==> src/rtl/core/qbs_pkg.sv <==
// ----------------------------------------------------------------------------
// qbs_pkg
// Shared constants and types for the quadratic Bezier sampler.
// ----------------------------------------------------------------------------
package qbs_pkg;

   localparam int SEG_BITS = 6;
   localparam int DSQ_BITS = 2 * SEG_BITS;
   localparam logic [SEG_BITS-1:0] SEG_RESET = 6'd39;

   typedef struct packed {
      logic start;
   } div_ctl_type;

   typedef struct packed {
      logic done;
   } div_stat_type;

endpackage

==> src/rtl/core/qbs_channels.sv <==
// ----------------------------------------------------------------------------
// qbs channels
// Valid/ready channels for control points, samples and the segment count.
// ----------------------------------------------------------------------------
interface qbs_req_if #(parameter int COORD_BITS = 12);
   logic                  valid;
   logic                  ready;
   logic [COORD_BITS-1:0] p0_x;
   logic [COORD_BITS-1:0] p0_y;
   logic [COORD_BITS-1:0] p1_x;
   logic [COORD_BITS-1:0] p1_y;
   logic [COORD_BITS-1:0] p2_x;
   logic [COORD_BITS-1:0] p2_y;

   modport source (output valid, p0_x, p0_y, p1_x, p1_y, p2_x, p2_y, input ready);
   modport sink   (input valid, p0_x, p0_y, p1_x, p1_y, p2_x, p2_y, output ready);
endinterface

interface qbs_rsp_if #(parameter int COORD_BITS = 12);
   logic                  valid;
   logic                  ready;
   logic [COORD_BITS-1:0] sample_x;
   logic [COORD_BITS-1:0] sample_y;
   logic                  last_sample;

   modport source (output valid, sample_x, sample_y, last_sample, input ready);
   modport sink   (input valid, sample_x, sample_y, last_sample, output ready);
endinterface

interface qbs_csr_if;
   logic       valid;
   logic       ready;
   logic [5:0] segment_count;

   modport source (output valid, segment_count, input ready);
   modport sink   (input valid, segment_count, output ready);
endinterface

==> src/rtl/core/qbs_divider.sv <==
// ----------------------------------------------------------------------------
// qbs_divider
// Restoring divider, one quotient bit per cycle; quotient fits COORD_BITS.
// ----------------------------------------------------------------------------
module qbs_divider #(
   parameter int COORD_BITS = 12
) (
   input  logic                                         clock,
   input  logic                                         reset,
   input  qbs_pkg::div_ctl_type                         ctl,
   input  logic [qbs_pkg::DSQ_BITS+COORD_BITS-1:0]      numerator,
   input  logic [qbs_pkg::DSQ_BITS-1:0]                 divisor,
   output qbs_pkg::div_stat_type                        stat,
   output logic [COORD_BITS-1:0]                        quotient
);
   import qbs_pkg::*;

   localparam int ZW = DSQ_BITS + COORD_BITS;
   localparam int CW = $clog2(COORD_BITS + 1);
   localparam logic [CW-1:0] LAST_STEP = CW'(COORD_BITS - 1);

   logic [ZW-1:0]       z_ff, z_in;
   logic [CW-1:0]       cnt_ff, cnt_in;
   logic                busy_ff, busy_in;
   logic                done_ff, done_in;
   logic [ZW:0]         shifted;
   logic [DSQ_BITS:0]   hi;
   logic [DSQ_BITS:0]   hi_sub;
   logic                qbit;

   always_comb begin
      shifted = {z_ff, 1'b0};
      hi      = shifted[ZW:COORD_BITS];
      qbit    = (hi >= {1'b0, divisor});
      hi_sub  = qbit ? (hi - {1'b0, divisor}) : hi;
   end

   always_comb begin
      z_in    = z_ff;
      cnt_in  = cnt_ff;
      busy_in = busy_ff;
      done_in = 1'b0;
      if (ctl.start) begin
         z_in    = numerator;
         cnt_in  = '0;
         busy_in = 1'b1;
      end else if (busy_ff) begin
         z_in   = {hi_sub[DSQ_BITS-1:0], shifted[COORD_BITS-1:1], qbit};
         cnt_in = cnt_ff + 1'b1;
         if (cnt_ff == LAST_STEP) begin
            busy_in = 1'b0;
            done_in = 1'b1;
         end
      end
   end

   always_ff @(posedge clock) begin
      if (reset) begin
         busy_ff <= 1'b0;
         done_ff <= 1'b0;
         cnt_ff  <= '0;
      end else begin
         busy_ff <= busy_in;
         done_ff <= done_in;
         cnt_ff  <= cnt_in;
      end
      z_ff <= z_in;
   end

   assign stat.done = done_ff;
   assign quotient  = z_ff[COORD_BITS-1:0];

endmodule

==> src/rtl/core/quadratic_bezier_sampler.sv <==
// ----------------------------------------------------------------------------
// quadratic_bezier_sampler
// Emits N+1 floored samples of a quadratic Bezier segment per control triple.
// ----------------------------------------------------------------------------
// Each accepted item (P0, P1, P2) yields N+1 samples, k = 0..N, where N is
// the segment count register (0 is taken as 1). Per sample the S_WGT state
// forms the weights, one shared multiply-accumulate forms the x and y
// numerators in S_MAC, then one shared restoring divider divides each by
// N*N at one bit per cycle. A finished sample waits in S_OUT until the
// output takes it. req_ch.ready is high only while idle; csr_ch.ready is
// always high.
module quadratic_bezier_sampler #(
   parameter int COORD_BITS = 12
) (
   input  logic      clock,
   input  logic      reset,
   qbs_req_if.sink   req_ch,
   qbs_rsp_if.source rsp_ch,
   qbs_csr_if.sink   csr_ch
);
   import qbs_pkg::*;

   localparam int ZW = DSQ_BITS + COORD_BITS;

   localparam logic [2:0] S_IDLE = 3'd0;
   localparam logic [2:0] S_WGT  = 3'd1;
   localparam logic [2:0] S_MAC  = 3'd2;
   localparam logic [2:0] S_DIVX = 3'd3;
   localparam logic [2:0] S_DIVY = 3'd4;
   localparam logic [2:0] S_OUT  = 3'd5;

   localparam logic [2:0] SEL_LAST = 3'd5;

   logic [2:0]            state_ff, state_in;
   logic [SEG_BITS-1:0]   seg_ff, seg_in;
   logic [COORD_BITS-1:0] x0_ff, y0_ff, x1_ff, y1_ff, x2_ff, y2_ff;
   logic [SEG_BITS-1:0]   n_ff, n_in;
   logic [SEG_BITS-1:0]   k_ff, k_in;
   logic [DSQ_BITS-1:0]   dsq_ff, dsq_in;
   logic [DSQ_BITS-1:0]   w0_ff, w1_ff, w2_ff;
   logic [DSQ_BITS-1:0]   w0_in, w1_in, w2_in;
   logic [2:0]            sel_ff, sel_in;
   logic [ZW-1:0]         acc_x_ff, acc_x_in, acc_y_ff, acc_y_in;
   logic [COORD_BITS-1:0] sx_ff, sx_in, sy_ff, sy_in;
   logic                  last_ff, last_in;

   logic [SEG_BITS-1:0]   r;
   logic [DSQ_BITS-1:0]   wsel;
   logic [COORD_BITS-1:0] csel;
   logic [ZW-1:0]         term;
   logic                  req_acc;
   logic                  rsp_acc;

   div_ctl_type           div_ctl;
   div_stat_type          div_stat;
   logic [ZW-1:0]         div_num;
   logic [COORD_BITS-1:0] div_q;

   assign req_ch.ready = (state_ff == S_IDLE);
   assign req_acc      = req_ch.valid && req_ch.ready;
   assign rsp_ch.valid = (state_ff == S_OUT);
   assign rsp_acc      = rsp_ch.valid && rsp_ch.ready;
   assign rsp_ch.sample_x    = sx_ff;
   assign rsp_ch.sample_y    = sy_ff;
   assign rsp_ch.last_sample = last_ff;
   assign csr_ch.ready = 1'b1;

   always_comb begin
      seg_in = seg_ff;
      if (csr_ch.valid && csr_ch.ready) begin
         seg_in = csr_ch.segment_count;
      end
   end

   always_comb begin
      r     = n_ff - k_ff;
      w0_in = DSQ_BITS'(r * r);
      w1_in = DSQ_BITS'(r * k_ff) << 1;
      w2_in = DSQ_BITS'(k_ff * k_ff);
      dsq_in = DSQ_BITS'(n_ff * n_ff);
   end

   always_comb begin
      case (sel_ff)
         3'd0: begin wsel = w0_ff; csel = x0_ff; end
         3'd1: begin wsel = w1_ff; csel = x1_ff; end
         3'd2: begin wsel = w2_ff; csel = x2_ff; end
         3'd3: begin wsel = w0_ff; csel = y0_ff; end
         3'd4: begin wsel = w1_ff; csel = y1_ff; end
         3'd5: begin wsel = w2_ff; csel = y2_ff; end
         default: begin wsel = '0; csel = '0; end
      endcase
      term = ZW'(wsel * csel);
   end

   always_comb begin
      div_ctl.start = ((state_ff == S_MAC) && (sel_ff == SEL_LAST)) ||
                      ((state_ff == S_DIVX) && div_stat.done);
      div_num       = (state_ff == S_MAC) ? acc_x_ff : acc_y_ff;
   end

   qbs_divider #(
      .COORD_BITS (COORD_BITS)
   ) u_div (
      .clock     (clock),
      .reset     (reset),
      .ctl       (div_ctl),
      .numerator (div_num),
      .divisor   (dsq_ff),
      .stat      (div_stat),
      .quotient  (div_q)
   );

   always_comb begin
      state_in = state_ff;
      n_in     = n_ff;
      k_in     = k_ff;
      sel_in   = sel_ff;
      acc_x_in = acc_x_ff;
      acc_y_in = acc_y_ff;
      sx_in    = sx_ff;
      sy_in    = sy_ff;
      last_in  = last_ff;
      case (state_ff)
         S_IDLE: begin
            if (req_acc) begin
               n_in     = (seg_ff == '0) ? SEG_BITS'(1) : seg_ff;
               k_in     = '0;
               state_in = S_WGT;
            end
         end
         S_WGT: begin
            acc_x_in = '0;
            acc_y_in = '0;
            sel_in   = '0;
            state_in = S_MAC;
         end
         S_MAC: begin
            if (sel_ff < 3'd3) begin
               acc_x_in = acc_x_ff + term;
            end else begin
               acc_y_in = acc_y_ff + term;
            end
            sel_in = sel_ff + 1'b1;
            if (sel_ff == SEL_LAST) begin
               state_in = S_DIVX;
            end
         end
         S_DIVX: begin
            if (div_stat.done) begin
               sx_in    = div_q;
               state_in = S_DIVY;
            end
         end
         S_DIVY: begin
            if (div_stat.done) begin
               sy_in    = div_q;
               last_in  = (k_ff == n_ff);
               state_in = S_OUT;
            end
         end
         S_OUT: begin
            if (rsp_acc) begin
               if (last_ff) begin
                  state_in = S_IDLE;
               end else begin
                  k_in     = k_ff + 1'b1;
                  state_in = S_WGT;
               end
            end
         end
         default: begin
            state_in = S_IDLE;
         end
      endcase
   end

   always_ff @(posedge clock) begin
      if (reset) begin
         state_ff <= S_IDLE;
         seg_ff   <= SEG_RESET;
      end else begin
         state_ff <= state_in;
         seg_ff   <= seg_in;
      end
      if (req_acc) begin
         x0_ff <= req_ch.p0_x;
         y0_ff <= req_ch.p0_y;
         x1_ff <= req_ch.p1_x;
         y1_ff <= req_ch.p1_y;
         x2_ff <= req_ch.p2_x;
         y2_ff <= req_ch.p2_y;
      end
      if (state_ff == S_WGT) begin
         w0_ff  <= w0_in;
         w1_ff  <= w1_in;
         w2_ff  <= w2_in;
         dsq_ff <= dsq_in;
      end
      n_ff     <= n_in;
      k_ff     <= k_in;
      sel_ff   <= sel_in;
      acc_x_ff <= acc_x_in;
      acc_y_ff <= acc_y_in;
      sx_ff    <= sx_in;
      sy_ff    <= sy_in;
      last_ff  <= last_in;
   end

endmodule

==> src/flat_wrapper.sv <==
// flat-port wrapper written by rule: the top's interface ports become plain ports
module quadratic_bezier_sampler_flat import qbs_pkg::*;
#(
   parameter int COORD_BITS = 12
)
  (clock, reset, req_ch_valid, req_ch_p0_x, req_ch_p0_y, req_ch_p1_x, req_ch_p1_y, req_ch_p2_x, req_ch_p2_y, req_ch_ready, rsp_ch_valid, rsp_ch_sample_x, rsp_ch_sample_y, rsp_ch_last_sample, rsp_ch_ready, csr_ch_valid, csr_ch_segment_count, csr_ch_ready);
  qbs_req_if #(.COORD_BITS(COORD_BITS)) req_ch_i ();
  qbs_rsp_if #(.COORD_BITS(COORD_BITS)) rsp_ch_i ();
  qbs_csr_if csr_ch_i ();
  input  logic clock;
  input  logic reset;
  input wire logic [$bits(req_ch_i.valid)-1:0] req_ch_valid;
  input wire logic [$bits(req_ch_i.p0_x)-1:0] req_ch_p0_x;
  input wire logic [$bits(req_ch_i.p0_y)-1:0] req_ch_p0_y;
  input wire logic [$bits(req_ch_i.p1_x)-1:0] req_ch_p1_x;
  input wire logic [$bits(req_ch_i.p1_y)-1:0] req_ch_p1_y;
  input wire logic [$bits(req_ch_i.p2_x)-1:0] req_ch_p2_x;
  input wire logic [$bits(req_ch_i.p2_y)-1:0] req_ch_p2_y;
  output wire logic [$bits(req_ch_i.ready)-1:0] req_ch_ready;
  output wire logic [$bits(rsp_ch_i.valid)-1:0] rsp_ch_valid;
  output wire logic [$bits(rsp_ch_i.sample_x)-1:0] rsp_ch_sample_x;
  output wire logic [$bits(rsp_ch_i.sample_y)-1:0] rsp_ch_sample_y;
  output wire logic [$bits(rsp_ch_i.last_sample)-1:0] rsp_ch_last_sample;
  input wire logic [$bits(rsp_ch_i.ready)-1:0] rsp_ch_ready;
  input wire logic [$bits(csr_ch_i.valid)-1:0] csr_ch_valid;
  input wire logic [$bits(csr_ch_i.segment_count)-1:0] csr_ch_segment_count;
  output wire logic [$bits(csr_ch_i.ready)-1:0] csr_ch_ready;
  assign req_ch_i.valid = req_ch_valid;
  assign req_ch_i.p0_x = req_ch_p0_x;
  assign req_ch_i.p0_y = req_ch_p0_y;
  assign req_ch_i.p1_x = req_ch_p1_x;
  assign req_ch_i.p1_y = req_ch_p1_y;
  assign req_ch_i.p2_x = req_ch_p2_x;
  assign req_ch_i.p2_y = req_ch_p2_y;
  assign req_ch_ready = req_ch_i.ready;
  assign rsp_ch_valid = rsp_ch_i.valid;
  assign rsp_ch_sample_x = rsp_ch_i.sample_x;
  assign rsp_ch_sample_y = rsp_ch_i.sample_y;
  assign rsp_ch_last_sample = rsp_ch_i.last_sample;
  assign rsp_ch_i.ready = rsp_ch_ready;
  assign csr_ch_i.valid = csr_ch_valid;
  assign csr_ch_i.segment_count = csr_ch_segment_count;
  assign csr_ch_ready = csr_ch_i.ready;
  quadratic_bezier_sampler #(.COORD_BITS(COORD_BITS)) u_core (.clock(clock), .reset(reset), .req_ch(req_ch_i), .rsp_ch(rsp_ch_i), .csr_ch(csr_ch_i));
endmodule
==> config.mk <==
export PLATFORM = sky130hd
export DESIGN_NAME = quadratic_bezier_sampler_flat
export DESIGN_NICKNAME = d
export VERILOG_FILES = /design/src/rtl/core/qbs_pkg.sv /design/src/rtl/core/qbs_channels.sv /design/src/rtl/core/qbs_divider.sv /design/src/rtl/core/quadratic_bezier_sampler.sv /design/src/flat_wrapper.sv
export SDC_FILE = /design/constraint.sdc
export NUM_CORES = 1
export LEC_CHECK = 0
export BUFFER_PORTS_ARGS = -buffer_cell sky130_fd_sc_hd__buf_4
export CAP_MARGIN = 20
export CORE_UTILIZATION = 52
export CTS_CLUSTER_DIAMETER = 80
export CTS_CLUSTER_SIZE = 40
export DETAILED_ROUTE_END_ITERATION = 16
export PLACE_DENSITY = 0.74
export SYNTH_ARGS = -nofsm -noshare
export SYNTH_HDL_FRONTEND = slang
export SYNTH_SLANG_ARGS = --single-unit
==> constraint.sdc <==
create_clock -name clock -period 10.5 [get_ports clock]
set_input_delay 2.1 -clock clock [delete_from_list [all_inputs] [get_ports clock]]
set_output_delay 2.1 -clock clock [all_outputs]
set_load 0.1 [all_outputs]
### After elaboration in Yosys (flattened, before gate mapping)

Cells that the tools add are included.

* bits in registers: 246
* input port bits: 83
* word-level logic and storage cells: 108

* add/sub/neg operators: 7
* multiply operators: 5
* $lt $le $gt $ge: 2
* eq/ne operators: 20
* mux-type cells: 26
* bitwise operators: 1
* reductions and logical operators: 23

Operators with widths (count)
* 24-bit two-way mux: 5
* 24-bit one-hot mux with 2 select lines: 2
* 12-bit one-hot mux with 6 select lines: 1
* 24-bit adder: 2
* 6-bit by 6-bit multiplier with 12-bit output: 3
* 12-bit one-hot mux with 3 select lines: 1
* 12-bit by 12-bit multiplier with 24-bit output: 1
* 6-bit two-way mux: 3
* 3-bit one-hot mux with 6 select lines: 1
* 2-bit != test, second input constant: 8
* 3-bit two-way mux: 5
* 13-bit by 12-bit >= comparator with 1-bit output: 1
* 3-bit by 2-bit equality test with 1-bit output, second input constant: 4
* 3-bit equality test, second input constant: 4
* 12-bit two-way mux: 1
* 6-bit one-hot mux with 2 select lines: 1
* 12-bit subtractor: 1
* 6-bit by 6-bit multiplier with 11-bit output: 1
* 2-bit AND reduction: 5
* 2-bit OR reduction: 4
* 6-bit by 1-bit adder with 6-bit output, second input constant: 1
* 3-bit by 1-bit equality test with 1-bit output, second input constant: 2
* 6-bit equality test: 1
* 3-bit logical NOT: 2
* 15 further kinds: 24

### Logic depth before layout (Yosys ltp)

Gate-level depths: netlist of run 1.

* depth in word-level cells: 7
* gate-level depth with buffers: 38
* depth with buffers taken out: 35

### Modules after synthesis

From an unflattened synthesis of run 1, not the netlist that was laid out.

* cells, all modules: 1991
* area, all modules: 20159.3 sq um

By module, submodules not included
* quadratic_bezier_sampler: times used 1, cells each 1797, area each 18073.6 sq um, sequential area each 6306.0 sq um
* qbs_divider: times used 1, cells each 194, area each 2085.8 sq um, sequential area each 840.8 sq um

### Worst setup path after synthesis of run 1

Ideal clock, no wire load.

* path type: flip-flop to flip-flop
* from: register u_core.sel_ff[2]
* to: register u_core.acc_x_ff[23] (data pin)
* data arrival time: 8.034 ns
* data required time: 10.232 ns
* slack: 2.198 ns
* cell stages (with the launch flop): 33
* path buffers: 2
* clock period less this slack: 8.302 ns
* cells stage by stage: edfxtp_1 > clkbuf_1 > clkinv_1 > ha_1 > a21o_1 > clkbuf_1 > a222oi_1 > nor2_1 > nand2_1 > fa_1 > fa_1 > inv_1 > fa_1 > fa_1 > inv_1 > fa_1 > inv_1 > ha_1 > nand2_1 > nor2_1 > a211o_1 > o41a_1 > and4_1 > a2111oi_4 > xnor2_1 > ha_1 > a21o_1 > a21oi_1 > inv_1 > or3_1 > mux2i_1 > a2111oi_2 > mux2i_1

* word-level cells in the longest chain between the ends: 7
* elaborated cells on any way between the ends: 15
* classes of those cells: 1 x add/sub; 1 x mul; 5 x eq/ne; 4 x mux; 4 x reduce/logical

RTL lines
* start, declared: RTL line quadratic_bezier_sampler.sv:42 `logic [2:0] sel_ff, sel_in;`
* start signal, assigned: RTL line quadratic_bezier_sampler.sv:202 `sel_ff <= sel_in;`
* 3-bit by 2-bit equality test with 1-bit output, or another cell as far along: RTL line quadratic_bezier_sampler.sv:84 `case (sel_ff)`
* 2-bit OR reduction (no line)
* 12-bit one-hot mux with 3 select lines: RTL line quadratic_bezier_sampler.sv:84
* 12-bit by 12-bit multiplier with 24-bit output *: RTL line quadratic_bezier_sampler.sv:93 `term = ZW'(wsel * csel);`
* 24-bit adder *: RTL line quadratic_bezier_sampler.sv:140 `acc_x_in = acc_x_ff + term;`
* 24-bit two-way mux *: RTL line quadratic_bezier_sampler.sv:139 `if (sel_ff < 3'd3) begin`
* 24-bit one-hot mux with 2 select lines *: RTL line quadratic_bezier_sampler.sv:124 `case (state_ff)`
* end signal, assigned: RTL line quadratic_bezier_sampler.sv:203 `acc_x_ff <= acc_x_in;`
* end, declared: RTL line quadratic_bezier_sampler.sv:43 `logic [ZW-1:0] acc_x_ff, acc_x_in, acc_y_ff, acc_y_in;`

Every way passes the cells marked *; elsewhere a longest branch is shown, timed or not. The select of a mux whose other input is x is not followed.
A chain may end at the register's enable or synchronous reset.

### Worst setup path after layout of run 1

* from: register u_core.sel_ff[0]
* to: register u_core.acc_y_ff[21] (data pin)

* word-level cells in the longest chain between the ends: 7
* elaborated cells on any way between the ends: 15
* classes of those cells: 1 x add/sub; 1 x mul; 5 x eq/ne; 4 x mux; 4 x reduce/logical

RTL lines
* 3-bit by 2-bit equality test with 1-bit output, or another cell as far along: RTL line quadratic_bezier_sampler.sv:84
* 2-bit OR reduction (no line)
* 12-bit one-hot mux with 3 select lines: RTL line quadratic_bezier_sampler.sv:84
* 12-bit by 12-bit multiplier with 24-bit output *: RTL line quadratic_bezier_sampler.sv:93
* 24-bit adder *: RTL line quadratic_bezier_sampler.sv:142 `acc_y_in = acc_y_ff + term;`
* 24-bit two-way mux *: RTL line quadratic_bezier_sampler.sv:139
* 24-bit one-hot mux with 2 select lines *: RTL line quadratic_bezier_sampler.sv:124
* end signal, assigned: RTL line quadratic_bezier_sampler.sv:204 `acc_y_ff <= acc_y_in;`
* end, declared: RTL line quadratic_bezier_sampler.sv:43

Marked as above.

==> results_dict.tcl, run 1 <==
set metrics [dict create \
    status "complete, no violations" \
    ys_ff_latch 243 \
    vias 13800 \
    critPathBufInv 4 \
    antenna_found_initial 0 \
    layout-area-overhead-vs-synth_pct 10.7 \
    multiInputGateArea_sq_um 11300 \
    worstSkewPairLatency_ns 0.54 \
    rsz0062_at_grt "false" \
    cts.clk_slew.worst_paths_ns 0.11 \
    tritoncts "done" \
    dominantRegCellSynth "edfxtp_1" \
    end_kind "flop" \
    cts_sinks 243 \
    num_io_pins 111 \
    synth.distinct_cells 70 \
    cap_violations 0 \
    critPathSlowestCell "ha_1" \
    grt_max_degree 80 \
    grt_pass1_wl_um 70100 \
    wl_per_cell_um 17.4 \
    numCtsBuffers 18 \
    crit_top_cell "fa_1" \
    final_max_slew_viol_count 0 \
    relSlewSlack_pct 25.2 \
    dpl.hpwl_um 33500 \
    fin_crit_ns 9.67 \
    cp_top_family "adder cells" \
    syn_area_per_cell_sq_um 10.2 \
    critPathArrivalTime_ns 9.91 \
    rows 70 \
    hold_path.class "flop to flop" \
    dr.pass1.iters 7 \
    hold_violations 0 \
    met2_length_um 20800 \
    fp.dieArea_sq_um 38400 \
    initial_core_util_pct 53.1 \
    crit_type "flop to flop" \
    drc_errors 0 \
    synth-async-reset-ratio_pct 0 \
    clk_path_buf_depth 3 \
    synth_nets 2326 \
    top_layer "met4" \
    netlist_area_sq_um 19500 \
    cts_resized 0 \
    synthCells 1909 \
    routabilityCongestion 0.908 \
    gr-usage-all-layers_pct 22.7 \
    root_buffer "clkbuf_16" \
    fillers 3064 \
    crit_fanout 21 \
    ff_latch_area_sq_um 7150 \
    postCtsSetupRepairBufs 0 \
    finalCritPeriodShare_pct 92.1 \
    cp_data_required_time_ns 10.75 \
    die_width_um 196 \
    critPathMaxStageDelay_ns 0.78 \
    finClkSkew_ns 0.0432 \
    grt-ovfl-total 0 \
    grt_pass1_vias 14000 \
    hold_buffers 0 \
    route.met3.wl_um 2080 \
    die_y_um 196 \
    setup_violations 0 \
    ys_seq_area_share_pct 36.6 \
    drt-total-wl_um 43000 \
    numPortBuffers 109 \
    fp.coreArea_sq_um 36800 \
    htreeDepth 1 \
    reg.largest.list "u_core.acc_x_ff: 24 flops, u_core.acc_y_ff: 24 flops, u_core.u_div.z_ff: 24 flops" \
    nets 2411 \
    ant_nets 0 \
    yosysWarnings 0 \
    met1_length_um 18700 \
    viasPerCell 5.59 \
    drive_above_1_share_pct 9.87 \
    start_kind "flop" \
    drt-initial-drc-count 1079 \
    fmax_mhz 103 \
    diodes 0 \
    tightest_slew_ns 1.12 \
    tns_ns 0 \
    synth_edf_count 228 \
]
[synth_stat cells (4+ instances only)]
library cell	instances	area [sq um]
and3_1	8	50.1
nand2_1	237	890
and2_1	45	282
xnor2_1	69	604
clkbuf_1	57	214
a21oi_1	97	485
or2_2	5	31.3
nand4_1	5	31.3
a211o_1	7	61.3
xor2_1	42	368
buf_1	5	18.8
a211oi_1	13	97.6
nand3_1	24	120
inv_1	235	882
a221oi_1	7	61.3
ha_1	191	2390
a22oi_1	7	52.6
o21a_1	9	67.6
edfxtp_1	228	6850
mux2i_1	10	100
fa_1	143	2860
nor2_1	156	586
mux2_2	13	146
o21bai_1	23	173
o21ai_0	31	155
or3_1	9	56.3
o31ai_1	4	30.0
nor3_1	24	120
a222oi_1	12	120
nor2b_1	25	156
a21o_1	40	300
a31oi_1	35	219
nand2b_1	22	138
dfxtp_1	15	300
[layout by cell type, fill, tap and decap left out, types with 30 or more instances in the layout]
cell type	count
nand2_1	237
inv_1	235
edfxtp_1	228
ha_1	191
nor2_1	155
fa_1	143
buf_4	130
a21oi_1	97
xnor2_1	69
and2_1	44
xor2_1	42
a21o_1	40
a31oi_1	35
o21ai_0	30
[metrics by stage]
step	cell area [sq um]	util [%]	hold slack (ns)	std cells	setup WS [ns]
floorplan	19500	-	0.445	1909	2.20
global placement	20900	56.7	0.433	2441	1.34
detailed placement	20900	56.7	0.438	2441	1.03
CTS	21600	58.8	0.467	2473	0.999
global route	21600	58.8	0.487	2474	0.269
finish	21600	58.8	0.460	2474	0.833
[logic make-up after synthesis]
group                      Yosys count  synth area share (%)
xor gates and xnor gates           111                  4.97
buffers and inverters              301                  5.81
adders and majority gates          334                  26.9
and+or+nand+nor                    576                  13.2
DFF                                243                  36.6
muxes                               23                  1.26
other                                1                0.0192
AOI/OAI and AO/OA                  320                  11.3
[routing by layer]
metal / track usage, % / vias up
met3: 2.80 / 83
met4: 7.38 / 0
li1: - / 6666
met1: 30.4 / 6713
met5: 0 / -
met2: 38.2 / 379
[layout make-up]
| class | count | area share, % |
|---|---|---|
| multi-input cells | 1365 | 52.2 |
| repair buffers | 130 | 4.51 |
| flip-flops and latches | 243 | 33.0 |
| inverters | 236 | 4.10 |
| clock buffers | 19 | 2.20 |
| well taps | 468 | 2.71 |
| clock inverters | 13 | 1.29 |
[worst paths after layout]
check / start / endpoint / slack [ns] / cells after the start
worst max-delay path: u_core.sel_ff[0]$_SDFFCE_PN0P_ / u_core.acc_y_ff[21]$_SDFFCE_PN0P_ / 0.83 / 32
worst min-delay path: u_core.seg_ff[2]$_SDFFE_PP1P_ / u_core.n_ff[2]$_SDFFCE_PN0P_ / 0.46 / 0
worst max register to register: u_core.sel_ff[0]$_SDFFCE_PN0P_ / u_core.acc_y_ff[21]$_SDFFCE_PN0P_ / 0.83 / 32
worst min register to register: u_core.seg_ff[2]$_SDFFE_PP1P_ / u_core.n_ff[2]$_SDFFCE_PN0P_ / 0.46 / 0
Power of run 1 is left out: the tool's default activity adds up to more than one toggle a clock period on the data nets, which glitch-free logic cannot reach.
==> run 2: changes to the inputs <==
- BUFFER_PORTS_ARGS: -buffer_cell sky130_fd_sc_hd__buf_4 -> unset
- CELL_PAD_IN_SITES_DETAIL_PLACEMENT: unset -> 1
- CELL_PAD_IN_SITES_GLOBAL_PLACEMENT: unset -> 2
- CORE_UTILIZATION: 52 -> 43
- DONT_BUFFER_PORTS: unset -> 1
- PLACE_DENSITY: 0.74 -> 0.85
- RECOVER_POWER: unset -> 50
==> run 2 against run 1 <==
The run now ends with capacitance limit, slew limit left. Maximum frequency up 0.51%. Clock skew down 0.022 ns. Worst hold slack gained 0.00055 ns. Worst setup slack improved by 0.049 ns. Final area fell by 3.5%. Global-route usage fell by 1.8 points. Sequential share of layout area increased by 1.2 points. Highest routed layer unchanged. First-iteration DRC count fell by 38%. Via count decreased by 2.5%.
==> results_dict.tcl, run 2 (synthesis gave the netlist of run 1 again) <==
set metrics [dict create \
    status "finished, violations left" \
    violations "capacitance limit, slew limit" \
    crit_type "flop to flop" \
    initial_core_util_pct 43.9 \
    crit_fanout 21 \
    dpl.hpwl_um 38200 \
    critPathSlowestCell "ha_1" \
    tns_ns 0 \
    finClkSkew_ns 0.0207 \
    final_cell_mix "237 x nand2_1, 235 x inv_1, 228 x edfxtp_1" \
    vias 13500 \
    clk_path_buf_depth 3 \
    ant_nets 0 \
    drive_above_1_share_pct 4.48 \
    rows 77 \
    final_common_cell "nand2_1" \
    fin_crit_ns 9.62 \
    fmax_mhz 104 \
    rsz0062_at_grt "false" \
    critPathArrivalTime_ns 9.87 \
    start_kind "flop" \
    tightest_slew_ns 2.58 \
    fillers 4984 \
    cts_sinks 243 \
    end_kind "flop" \
    critPathMaxStageDelay_ns 0.71 \
    layout-area-overhead-vs-synth_pct 6.81 \
    finalCritPeriodShare_pct 91.6 \
    grt-ovfl-total 0 \
    root_buffer "clkbuf_16" \
    cp_data_required_time_ns 10.76 \
    grtUsageMet1_pct 26.9 \
    fp.dieArea_sq_um 46300 \
    wl_per_cell_um 19.2 \
    dr.pass1.iters 6 \
    ff_latch_area_sq_um 7150 \
    cp_top_family "adder cells" \
    grt_pass1_vias 14600 \
    hold_path.class "flop to flop" \
    hold_buffers 0 \
    final_max_slew_viol_count 151 \
    multiInputGateArea_sq_um 11300 \
    numPortBuffers 0 \
    drc_errors 0 \
    cap_violations 4 \
    hold_violations 0 \
    antenna_found_initial 2 \
    gr-usage-all-layers_pct 20.9 \
    setup_violations 0 \
    drt-initial-drc-count 667 \
    grt_max_degree 80 \
    nets 2305 \
    cts_resized 0 \
    routabilityCongestion 0.868 \
    htreeDepth 1 \
    setup_slack_ns 0.882 \
    die_width_um 215 \
    viasPerCell 5.41 \
    top_usage_layer "met2" \
    worstSkewPairLatency_ns 0.53 \
    hold_slack_ns 0.461 \
    postCtsSetupRepairBufs 0 \
    num_io_pins 111 \
    grt_pass1_wl_um 77600 \
    critPathBufInv 4 \
    grt_use_met2_pct 37.0 \
    die_y_um 215 \
    drt-total-wl_um 47800 \
    fp.coreArea_sq_um 44500 \
    place_ws_ns 0.952 \
    reg.largest.list "u_core.acc_x_ff: 24 flops, u_core.acc_y_ff: 24 flops, u_core.u_div.z_ff: 24 flops" \
    numCtsBuffers 17 \
    crit_top_cell "fa_1" \
    cts.clk_slew.worst_paths_ns 0.09 \
    tritoncts "done" \
    grt_use_met3_pct 2.02 \
    relSlewSlack_pct -71.9 \
]
[run 2: changes by cell type in the layout (fill, tap and decap cells not counted), sizes merged]
cell,change
inv,-1
diode,+2
bufinv,+3
clkbuf,+3
clkinvlp,+1
buf,-110
clkinv,-3
[run 2: per-stage QoR]
step                      instance area [sq um]  instances  util [%]
after global routing                      20900       2493      46.9
after global placement                    20300       2461      45.5
after floorplan                           19500       1909         -
after CTS                                 20900       2491      47.0
final                                     20900       2493      46.9
after detailed placement                  20300       2461      45.5
[run 2: metal layers]
layer | vias up | wire length, um
met3 | 67 | 1350
met5 | - | 0
met2 | 201 | 24200
met1 | 6776 | 20900
li1 | 6453 | -
met4 | 0 | 1290
[run 2: final cells by class]
class / count / share of cell area, %
repair buffers: 25 / 0.905
inverters: 236 / 4.24
diodes: 2 / 0.0240
well taps: 592 / 3.55
multi-input cells: 1365 / 54.0
clock inverters: 13 / 1.00
clock buffers: 17 / 2.04
flip-flops and latches: 243 / 34.2
[run 2: worst paths after layout]
kind                                       start                                 to  slack (ns)  depth (start not counted)
hold / removal     u_core.seg_ff[2]$_SDFFE_PP1P_       u_core.n_ff[2]$_SDFFCE_PN0P_        0.46                          0
setup / recovery  u_core.sel_ff[1]$_SDFFCE_PN0P_  u_core.acc_y_ff[21]$_SDFFCE_PN0P_        0.88                         32
hold reg to reg    u_core.seg_ff[2]$_SDFFE_PP1P_       u_core.n_ff[2]$_SDFFCE_PN0P_        0.46                          0
setup reg to reg  u_core.sel_ff[1]$_SDFFCE_PN0P_  u_core.acc_y_ff[21]$_SDFFCE_PN0P_        0.88                         32
Power of run 2 is left out for the same reason.
